### src/design/sclt_pkg.sv
// ----------------------------------------------------------------------------
// sclt_pkg
// Shared types and constants of the serial command LED timer.
// ----------------------------------------------------------------------------
package sclt_pkg;

  // frame length default, number of LEDs and field widths
  localparam int unsigned FRAME_LEN  = 2;
  localparam int unsigned LED_COUNT  = 4;
  localparam int unsigned LED_IDX_W  = $clog2(LED_COUNT);
  localparam int unsigned BYTE_W     = 8;
  localparam int unsigned TICK_W     = 16;

  // reset value of the ticks per second register
  localparam logic [TICK_W-1:0] TPS_RESET = 16'd15;

  // command codes: lower case toggles and loads, upper case only toggles
  localparam logic [BYTE_W-1:0] CMD_LOAD_FIRST   = 8'h61;  // 'a'
  localparam logic [BYTE_W-1:0] CMD_LOAD_LAST    = 8'h64;  // 'd'
  localparam logic [BYTE_W-1:0] CMD_TOGGLE_FIRST = 8'h41;  // 'A'
  localparam logic [BYTE_W-1:0] CMD_TOGGLE_LAST  = 8'h44;  // 'D'

  // operation codes of an input request
  typedef enum logic {
    OP_RX_BYTE = 1'b0,
    OP_TICK    = 1'b1
  } op_e;

  typedef logic [LED_COUNT-1:0] led_vec_t;

  // input request payload
  typedef struct packed {
    op_e               operation;
    logic [BYTE_W-1:0] rx_byte;
  } item_t;

  // result payload
  typedef struct packed {
    led_vec_t led_state;
    logic     frame_done;
    logic     second_elapsed;
  } result_t;

  // decoded command of a completed frame
  typedef struct packed {
    logic                 done;
    led_vec_t             toggle;
    logic                 load;
    logic [LED_IDX_W-1:0] idx;
    logic [BYTE_W-1:0]    duration;
  } frame_cmd_t;

endpackage

### src/design/sclt_stream_if.sv
// ----------------------------------------------------------------------------
// sclt_stream_if
// Valid/ready channel carrying one payload of a given type.
// ----------------------------------------------------------------------------
interface sclt_stream_if #(
  parameter type payload_t = logic
);
  logic     valid;
  logic     ready;
  payload_t payload;

  modport source (output valid, output payload, input ready);
  modport sink   (input valid, input payload, output ready);
endinterface

### src/design/sclt_frame.sv
// ----------------------------------------------------------------------------
// sclt_frame
// Command frame assembly and decode of the completed frame.
// ----------------------------------------------------------------------------
module sclt_frame #(
  parameter int unsigned FrameLen = sclt_pkg::FRAME_LEN
) (
  input  logic                     clk_i,
  input  logic                     rst_ni,
  input  logic                     byte_en_i,
  input  logic [7:0]               rx_byte_i,
  output sclt_pkg::frame_cmd_t     cmd_o
);
  import sclt_pkg::*;

  localparam int unsigned PosW = $clog2(FrameLen + 1);
  localparam logic [PosW-1:0] LastPos = PosW'(FrameLen - 1);
  localparam logic [PosW-1:0] CmdPos  = PosW'(0);
  localparam logic [PosW-1:0] DurPos  = PosW'(1);

  logic [PosW-1:0]   pos_q, pos_d;
  logic [BYTE_W-1:0] command_q, command_d;
  logic [BYTE_W-1:0] duration_q, duration_d;
  logic [BYTE_W-1:0] cmd_byte;
  logic [BYTE_W-1:0] dur_byte;
  logic              is_last;

  // frame position and byte capture
  always_comb begin
    pos_d      = pos_q;
    command_d  = command_q;
    duration_d = duration_q;
    is_last    = (pos_q == LastPos);
    if (byte_en_i) begin
      if (pos_q == CmdPos) begin
        command_d = rx_byte_i;
      end
      if (pos_q == DurPos) begin
        duration_d = rx_byte_i;
      end
      pos_d = is_last ? '0 : pos_q + PosW'(1);
    end
  end

  // command and duration as they stand once this byte is stored
  assign cmd_byte = command_d;
  assign dur_byte = duration_d;

  // decode the command of a completing frame
  always_comb begin
    cmd_o          = '0;
    cmd_o.done     = byte_en_i && is_last;
    cmd_o.duration = dur_byte;
    if (cmd_byte inside {[CMD_LOAD_FIRST:CMD_LOAD_LAST]}) begin
      cmd_o.idx  = LED_IDX_W'(cmd_byte - CMD_LOAD_FIRST);
      cmd_o.load = cmd_o.done;
    end else if (cmd_byte inside {[CMD_TOGGLE_FIRST:CMD_TOGGLE_LAST]}) begin
      cmd_o.idx  = LED_IDX_W'(cmd_byte - CMD_TOGGLE_FIRST);
    end
    if (cmd_o.done && (cmd_byte inside {[CMD_LOAD_FIRST:CMD_LOAD_LAST],
                                        [CMD_TOGGLE_FIRST:CMD_TOGGLE_LAST]})) begin
      cmd_o.toggle = led_vec_t'(1) << cmd_o.idx;
    end
  end

  always_ff @(posedge clk_i or negedge rst_ni) begin
    if (!rst_ni) begin
      pos_q      <= '0;
      command_q  <= '0;
      duration_q <= '0;
    end else begin
      pos_q      <= pos_d;
      command_q  <= command_d;
      duration_q <= duration_d;
    end
  end

endmodule

### src/design/sclt_tick.sv
// ----------------------------------------------------------------------------
// sclt_tick
// Timer tick counter and ticks per second register.
// ----------------------------------------------------------------------------
module sclt_tick (
  input  logic        clk_i,
  input  logic        rst_ni,
  input  logic        tick_en_i,
  input  logic        cfg_we_i,
  input  logic [15:0] cfg_data_i,
  output logic        second_o
);
  import sclt_pkg::*;

  logic [TICK_W-1:0] tps_q;
  logic [TICK_W-1:0] count_q, count_d;
  logic [TICK_W-1:0] count_inc;

  // count ticks, a match with the register ends the second
  always_comb begin
    count_inc = count_q + TICK_W'(1);
    second_o  = tick_en_i && (count_inc == tps_q);
    count_d   = count_q;
    if (tick_en_i) begin
      count_d = second_o ? '0 : count_inc;
    end
  end

  always_ff @(posedge clk_i or negedge rst_ni) begin
    if (!rst_ni) begin
      count_q <= '0;
      tps_q   <= TPS_RESET;
    end else begin
      count_q <= count_d;
      if (cfg_we_i) begin
        tps_q <= cfg_data_i;
      end
    end
  end

endmodule

### src/design/sclt_leds.sv
// ----------------------------------------------------------------------------
// sclt_leds
// LED levels and per-LED countdowns.
// ----------------------------------------------------------------------------
module sclt_leds (
  input  logic                 clk_i,
  input  logic                 rst_ni,
  input  sclt_pkg::frame_cmd_t cmd_i,
  input  logic                 second_i,
  output sclt_pkg::led_vec_t   leds_d_o
);
  import sclt_pkg::*;

  led_vec_t          leds_q, leds_d;
  logic [BYTE_W-1:0] cd_q [LED_COUNT];
  logic [BYTE_W-1:0] cd_d [LED_COUNT];

  // toggle and load on a command, decrement all on a second
  always_comb begin
    leds_d = leds_q ^ cmd_i.toggle;
    for (int i = 0; i < LED_COUNT; i++) begin
      cd_d[i] = cd_q[i];
      if (cmd_i.load && (cmd_i.idx == LED_IDX_W'(i))) begin
        cd_d[i] = cmd_i.duration;
      end
      if (second_i) begin
        cd_d[i] = cd_q[i] - BYTE_W'(1);
        if (cd_d[i] == '0) begin
          leds_d[i] = 1'b0;
        end
      end
    end
  end

  assign leds_d_o = leds_d;

  always_ff @(posedge clk_i or negedge rst_ni) begin
    if (!rst_ni) begin
      leds_q <= '0;
      for (int i = 0; i < LED_COUNT; i++) begin
        cd_q[i] <= '0;
      end
    end else begin
      leds_q <= leds_d;
      for (int i = 0; i < LED_COUNT; i++) begin
        cd_q[i] <= cd_d[i];
      end
    end
  end

endmodule

### src/design/serial_command_led_timer.sv
// Path: a request passes the input register, then the result register; a
// stalled result holds it in the input register.
// Throughput: one request per cycle while results drain, set by the single
// pass of frame decode, tick compare and countdown update between the two
// registers.
// Reset: all but data registers clear at once, ticks per second back to 15.
// ----------------------------------------------------------------------------
// serial_command_led_timer
// Four-LED controller driven by serial command frames and timer ticks.
// ----------------------------------------------------------------------------
module serial_command_led_timer #(
  parameter int unsigned FrameLen = sclt_pkg::FRAME_LEN
) (
  input  logic         clk_i,
  input  logic         rst_ni,
  sclt_stream_if.sink   item_i,
  sclt_stream_if.source result_o,
  sclt_stream_if.sink   cfg_i
);
  import sclt_pkg::*;

  logic       in_valid_q;
  item_t      in_q;
  logic       out_valid_q;
  result_t    out_q;
  logic       advance;
  frame_cmd_t frame_cmd;
  logic       second;
  led_vec_t   leds_d;
  item_t      item_in;

  assign item_in = item_t'(item_i.payload);

  // the pass runs when the result register is free or being drained
  assign advance      = in_valid_q && (!out_valid_q || result_o.ready);
  assign item_i.ready = !in_valid_q || advance;
  assign cfg_i.ready  = 1'b1;

  // input register
  always_ff @(posedge clk_i or negedge rst_ni) begin
    if (!rst_ni) begin
      in_valid_q <= 1'b0;
    end else if (item_i.ready) begin
      in_valid_q <= item_i.valid;
    end
  end

  always_ff @(posedge clk_i) begin
    if (item_i.valid && item_i.ready) begin
      in_q <= item_in;
    end
  end

  sclt_frame #(
    .FrameLen (FrameLen)
  ) u_frame (
    .clk_i     (clk_i),
    .rst_ni    (rst_ni),
    .byte_en_i (advance && (in_q.operation == OP_RX_BYTE)),
    .rx_byte_i (in_q.rx_byte),
    .cmd_o     (frame_cmd)
  );

  sclt_tick u_tick (
    .clk_i      (clk_i),
    .rst_ni     (rst_ni),
    .tick_en_i  (advance && (in_q.operation == OP_TICK)),
    .cfg_we_i   (cfg_i.valid && cfg_i.ready),
    .cfg_data_i (cfg_i.payload),
    .second_o   (second)
  );

  sclt_leds u_leds (
    .clk_i    (clk_i),
    .rst_ni   (rst_ni),
    .cmd_i    (frame_cmd),
    .second_i (second),
    .leds_d_o (leds_d)
  );

  // result register
  always_ff @(posedge clk_i or negedge rst_ni) begin
    if (!rst_ni) begin
      out_valid_q <= 1'b0;
    end else if (advance) begin
      out_valid_q <= 1'b1;
    end else if (result_o.ready) begin
      out_valid_q <= 1'b0;
    end
  end

  always_ff @(posedge clk_i) begin
    if (advance) begin
      out_q.led_state      <= leds_d;
      out_q.frame_done     <= frame_cmd.done;
      out_q.second_elapsed <= second;
    end
  end

  assign result_o.valid   = out_valid_q;
  assign result_o.payload = out_q;

  // a result never reports both a frame and a second
  a_done_excl: assert property (@(posedge clk_i) disable iff (!rst_ni)
    out_valid_q |-> !(out_q.frame_done && out_q.second_elapsed))
    else $error("frame_done and second_elapsed both set");

  // every pass lands in the result register
  a_pass_result: assert property (@(posedge clk_i) disable iff (!rst_ni)
    advance |=> out_valid_q)
    else $error("pass did not produce a result");

  // a serial byte never ends a second, a tick never ends a frame
  a_op_kind: assert property (@(posedge clk_i) disable iff (!rst_ni)
    advance |-> ((in_q.operation == OP_RX_BYTE) ? !second : !frame_cmd.done))
    else $error("result flag does not match request kind");

  // a stalled result keeps its LED state
  a_out_hold: assert property (@(posedge clk_i) disable iff (!rst_ni)
    (out_valid_q && !result_o.ready) |=> (out_valid_q && $stable(out_q)))
    else $error("stalled result changed");

endmodule

### src/flat_wrapper.sv
// flat-port wrapper written by rule: the top's interface ports become plain ports
module serial_command_led_timer_flat import sclt_pkg::*;
#(
  parameter int unsigned FrameLen = sclt_pkg::FRAME_LEN
)
  (clk_i, rst_ni, item_i_valid, item_i_payload, item_i_ready, result_o_valid, result_o_payload, result_o_ready, cfg_i_valid, cfg_i_payload, cfg_i_ready);
  sclt_stream_if #(.payload_t(item_t)) item_i_i ();
  sclt_stream_if #(.payload_t(result_t)) result_o_i ();
  sclt_stream_if #(.payload_t(logic [TICK_W-1:0])) cfg_i_i ();
  input  logic clk_i;
  input  logic rst_ni;
  input wire logic [$bits(item_i_i.valid)-1:0] item_i_valid;
  input wire logic [$bits(item_i_i.payload)-1:0] item_i_payload;
  output wire logic [$bits(item_i_i.ready)-1:0] item_i_ready;
  output wire logic [$bits(result_o_i.valid)-1:0] result_o_valid;
  output wire logic [$bits(result_o_i.payload)-1:0] result_o_payload;
  input wire logic [$bits(result_o_i.ready)-1:0] result_o_ready;
  input wire logic [$bits(cfg_i_i.valid)-1:0] cfg_i_valid;
  input wire logic [$bits(cfg_i_i.payload)-1:0] cfg_i_payload;
  output wire logic [$bits(cfg_i_i.ready)-1:0] cfg_i_ready;
  assign item_i_i.valid = item_i_valid;
  assign item_i_i.payload = item_i_payload;
  assign item_i_ready = item_i_i.ready;
  assign result_o_valid = result_o_i.valid;
  assign result_o_payload = result_o_i.payload;
  assign result_o_i.ready = result_o_ready;
  assign cfg_i_i.valid = cfg_i_valid;
  assign cfg_i_i.payload = cfg_i_payload;
  assign cfg_i_ready = cfg_i_i.ready;
  serial_command_led_timer #(.FrameLen(FrameLen)) u_core (.clk_i(clk_i), .rst_ni(rst_ni), .item_i(item_i_i), .result_o(result_o_i), .cfg_i(cfg_i_i));
endmodule
### config.mk
export PLATFORM = sky130hd
export DESIGN_NAME = serial_command_led_timer_flat
export DESIGN_NICKNAME = d
export VERILOG_FILES = /design/src/design/sclt_pkg.sv /design/src/design/sclt_stream_if.sv /design/src/design/sclt_frame.sv /design/src/design/sclt_tick.sv /design/src/design/sclt_leds.sv /design/src/design/serial_command_led_timer.sv /design/src/flat_wrapper.sv
export SDC_FILE = /design/constraint.sdc
export NUM_CORES = 1
export LEC_CHECK = 0
export ABC_AREA = 1
export BUFFER_PORTS_ARGS = -buffer_cell sky130_fd_sc_hd__buf_4
export CORE_MARGIN = 5
export CORE_UTILIZATION = 50
export DETAILED_ROUTE_END_ITERATION = 6
export PLACE_DENSITY = 0.77
export RECOVER_POWER = 25
export SLEW_MARGIN = 20
export SYNTH_ARGS = -nofsm -noshare
export SYNTH_HDL_FRONTEND = slang
export SYNTH_SLANG_ARGS = --single-unit
export TNS_END_PERCENT = 10
### constraint.sdc
create_clock -name clk_i -period 6.2 [get_ports clk_i]
set_input_delay 0.31 -clock clk_i [delete_from_list [all_inputs] [get_ports clk_i]]
set_output_delay 0.31 -clock clk_i [all_outputs]
set_load 0.03 [all_outputs]
==> summary.md <==
| Metric | Value |
|---|---|
| Status | finished, violations left |
| Violated checks | max-capacitance violations, max-slew violations |
| Clock Tree Buf Depth | 2 |
| Final Max Slew Viols | 43 |
| Worst-Skew Late Latency | 0.36 ns |
| Tmin final | 3.18 ns |
| Overall Power | 2.71 mW |
| Synth async-reset ratio | 85.4% |
| LEAKAGE | 3.38 nW |
| Sequential cell area | about 2700 um^2 |
| CTS root buf | clkbuf_16 |
| Initial Util | 51.5% |
| Post-Syn Area | 5930 um^2 |
| Max Cap Viol | 1 |
| First-pass GRT wire length | about 22 mm |
| DR vias | 5010 |
| CTS tree | done |
| Routed WL per cell | around 14 um |
| Max Clock Skew | 0.0126 ns |
| Fillcell total | 1069 |
| Placed Cells | 938 |
| Vias per cell | 5.25 |
| CP arrival | 3.30 ns |
| Crit Path Max Fanout | 16 |
| Drt pass-1 iters | 5 |
| Max-slew headroom | -53.8% |
| Worst slew pin tran | 2.31 ns |
| Post_cts resized | 0 |
| Syn Inst Count | 774 |
| Layout cells sized above 1 | 11.2% |
| Power share of the sequential group | around 37% |
| Gr usage total | approximately a fifth |
| DRT iter0 DRCs | 471 |
| Core footprint | 11500 um^2 |
| Finish-stage setup viols | 0 |
| Sequential area share after synthesis | 44.8% |
| Post-Syn Nets | 816 |
| Crit end category | flop |
| Initial antenna violation count | 0 |
| CTS Buf Count | 9 |
| Crit-path cells | inv_2 -> a21oi_2 -> nand2_1 -> nor2_1 -> nand3_1 -> nor2_1 -> nand3_1 -> nor2_1 -> nand4_2 -> inv_1 -> nand3_1 -> o21ai_0 -> nor2_1 |
| Crit path top cell by count | nor2_1 |
| Non-Filler Instances | 955 |
| Final core utilization | 57.3% |
| Worst Hold Class | primary input to flop |
| Flop-to-flop setup slack | 3.02 ns |
| Routed Antenna Nets | 0 |
| Die H | 119 um |
| DP HPWL | 9.37 mm |
| Yosys Warn Count | 0 |
| Clock Power Share | 21.0% |
| RSZ-0062 raised after global routing | false |
| Post-synth EDFFs | 15 |
| Depth of the CTS H-tree | 3 |
| CTS Hold Bufs | 1 |
| CP peak stage delay | 0.53 ns |
| Startpoint types | flop |
| Critical path type | flop to flop |
| Grt total ovfl | 0 |
| Area of the multi-input gates | 2810 um^2 |
| Port Buffers | 37 |
| Die Area | around 14000 um^2 |
| Cell Pwr Density | 410 nW/um^2 |
| Post-layout nets | 849 |
| Layout area overhead | 11.4% |
| Syn_area_per_cell | 7.66 um^2 |
| Chip width | 119 um |
| Drt drc | 0 |
| Net Sw Frac | 40.7% |
| Ports | 39 |
| Clk sinks | a little over 100 |
| Clk slew on worst S/H paths | roughly 0.070 ns |
| Cell row count | 39 |
| Postcts setup bufs | 0 |
| F_max | around 310 MHz |
| P_sw | between 1 and 1.5 mW |
| Slowest cell on crit path | inv_1 |
| Count of cell types in the netlist | 41 |
| Main synth FF type | dfrtp_1 |
| Synthesized flop and latch total | roughly 100 |
| Vias in the first global route | 4721 |
| Required time worst endpoint | 6.31 ns |
| Total wire length | roughly 13 mm |
| Pin count of the biggest net entering global routing | between 40 and 50 |
| Worst ir drop on vdd | a little under 0.2 mV |
| P_int | approximately 1.6 mW |
| Final Cycle Share | 51.4% |
| Routability cong. | 0.876 |
| Setup_tns | 0 ns |
| Logic pwr share | 41.6% |
| Final Hold Vio Count | 0 |
| Ant diodes | 0 |
==> metrics by stage <==
stage               instance area (um^2)  worst slack (ns)  hold slack (ns)
floorplan                           5930              3.48           0.0144
global placement                    6310              3.11            0.338
detailed placement                  6310              3.00            0.337
CTS                                 6610              3.02            0.121
global route                        6600              2.73            0.143
finish                              6600              3.02            0.150
==> state kept, by name, indices dropped and copies added, names as in the netlist <==
signal and count:
u_core.u_tick.tps_q 16, u_core.result_o.valid 1, u_core.result_o.payload 6, u_core.u_leds.leds_q 4, u_core.u_frame.pos_q 2, u_core.u_frame.command_q 8, u_core.u_tick.count_q 16, u_core.u_leds.cd_q 32
u_core.in_q 9, u_core.u_frame.duration_q 8, u_core.in_valid_q 1
==> cells in the final DEF (no fill, tap or decap), types with 4 or more instances in the layout <==
cell type	synthesis	final
o21ai_1	18	18
mux2_2	4	4
nor2_2	7	7
dfrtp_1	84	84
ha_1	12	12
clkbuf_16	0	9
nor2_1	45	45
clkbuf_4	0	9
edfxtp_1	15	15
nand4_1	12	12
xor2_1	9	9
o21ai_0	50	50
nor3_1	12	12
inv_1	92	92
clkbuf_1	10	4
buf_4	1	30
o22ai_1	7	7
nand2_2	8	7
nand2_1	248	249
nand3_1	82	82
or2_2	4	4
xnor2_1	14	14
==> final timing paths <==
check,start,endpoint,cells after the start
worst max-delay path,u_core.in_valid_q,u_core.result_o.payload[5],13
worst min-delay path,item_i_payload[5],u_core.in_q[5],1
worst max register to register,u_core.in_valid_q,u_core.result_o.payload[5],13
worst min register to register,u_core.u_frame.duration_q[5],u_core.u_frame.duration_q[5],2
max in group asynchronous,rst_ni,u_core.u_leds.cd_q[21],3
min in group asynchronous,rst_ni,u_core.u_tick.tps_q[4],2
==> cells in the mapped netlist (2+ instances only) <==
| cell type | n | share of area [%] |
|---|---|---|
| nand2_1 | 248 | 16 |
| nand2_2 | 8 | 0.84 |
| nand4_2 | 3 | 0.63 |
| o31ai_1 | 2 | 0.25 |
| and2_1 | 3 | 0.32 |
| xnor3_1 | 2 | 0.76 |
| nand4_1 | 12 | 1.3 |
| nor2_2 | 7 | 0.74 |
| clkbuf_1 | 10 | 0.63 |
| o21ai_1 | 18 | 1.5 |
| mux2_2 | 4 | 0.76 |
| nor2_1 | 45 | 2.8 |
| xor2_1 | 9 | 1.3 |
| inv_2 | 3 | 0.19 |
| buf_2 | 4 | 0.34 |
| o21ai_0 | 50 | 4.2 |
| nand3_1 | 82 | 6.9 |
| edfxtp_1 | 15 | 7.6 |
| ha_1 | 12 | 2.5 |
| a21oi_1 | 3 | 0.25 |
| nor3_1 | 12 | 1.0 |
| dfrtp_1 | 84 | 35 |
| nand3_2 | 2 | 0.34 |
| inv_1 | 92 | 5.8 |
| o22ai_1 | 7 | 0.74 |
| xnor2_1 | 14 | 2.1 |
| dfstp_2 | 4 | 1.8 |
| buf_6 | 3 | 0.57 |
| or2_2 | 4 | 0.42 |
==> power groups by stage <==
stage	Sequential, mW	Combinational, mW	Clock [mW]
floorplan	0.999	0.874	0
global placement	1.01	1.10	0
detailed placement	1.02	1.11	0
CTS	1.01	1.13	0.583
global route	1.03	1.29	0.612
finish	1.01	1.13	0.570
==> worst max-delay path, delay by kind of cell (launching register included) <==
kind	cells	cell delay [ns]
and+or+nand+nor	9	1.37
DFF	1	0.45
AOI/OAI and AO/OA	2	0.53
buffers and inverters	2	0.59
==> routing by layer <==
metal | share of wire, % | global-route usage (%)
met5 | 0 | 0
met4 | 1.7 | 5.65
met3 | 5.8 | 4.79
met1 | 46 | 25.8
met2 | 46 | 31.0
==> cells by family after synthesis <==
group | share of synthesized area [%]
AOI/OAI and AO/OA | 7.26
xor gates and xnor gates | 4.16
adders and majority gates | 2.53
buffers and inverters | 7.74
DFF | 44.8
muxes | 0.760
other | 0.0632
and+or+nand+nor | 32.7
==> cell type report <==
type	count	area share (%)
flip-flops and latches	103	40.3
well taps	143	2.71
inverters	95	5.40
clock inverters	3	0.644
repair buffers	41	4.64
clock buffers	13	3.79
multi-input cells	557	42.6
Power figures use the tool's default switching activity.
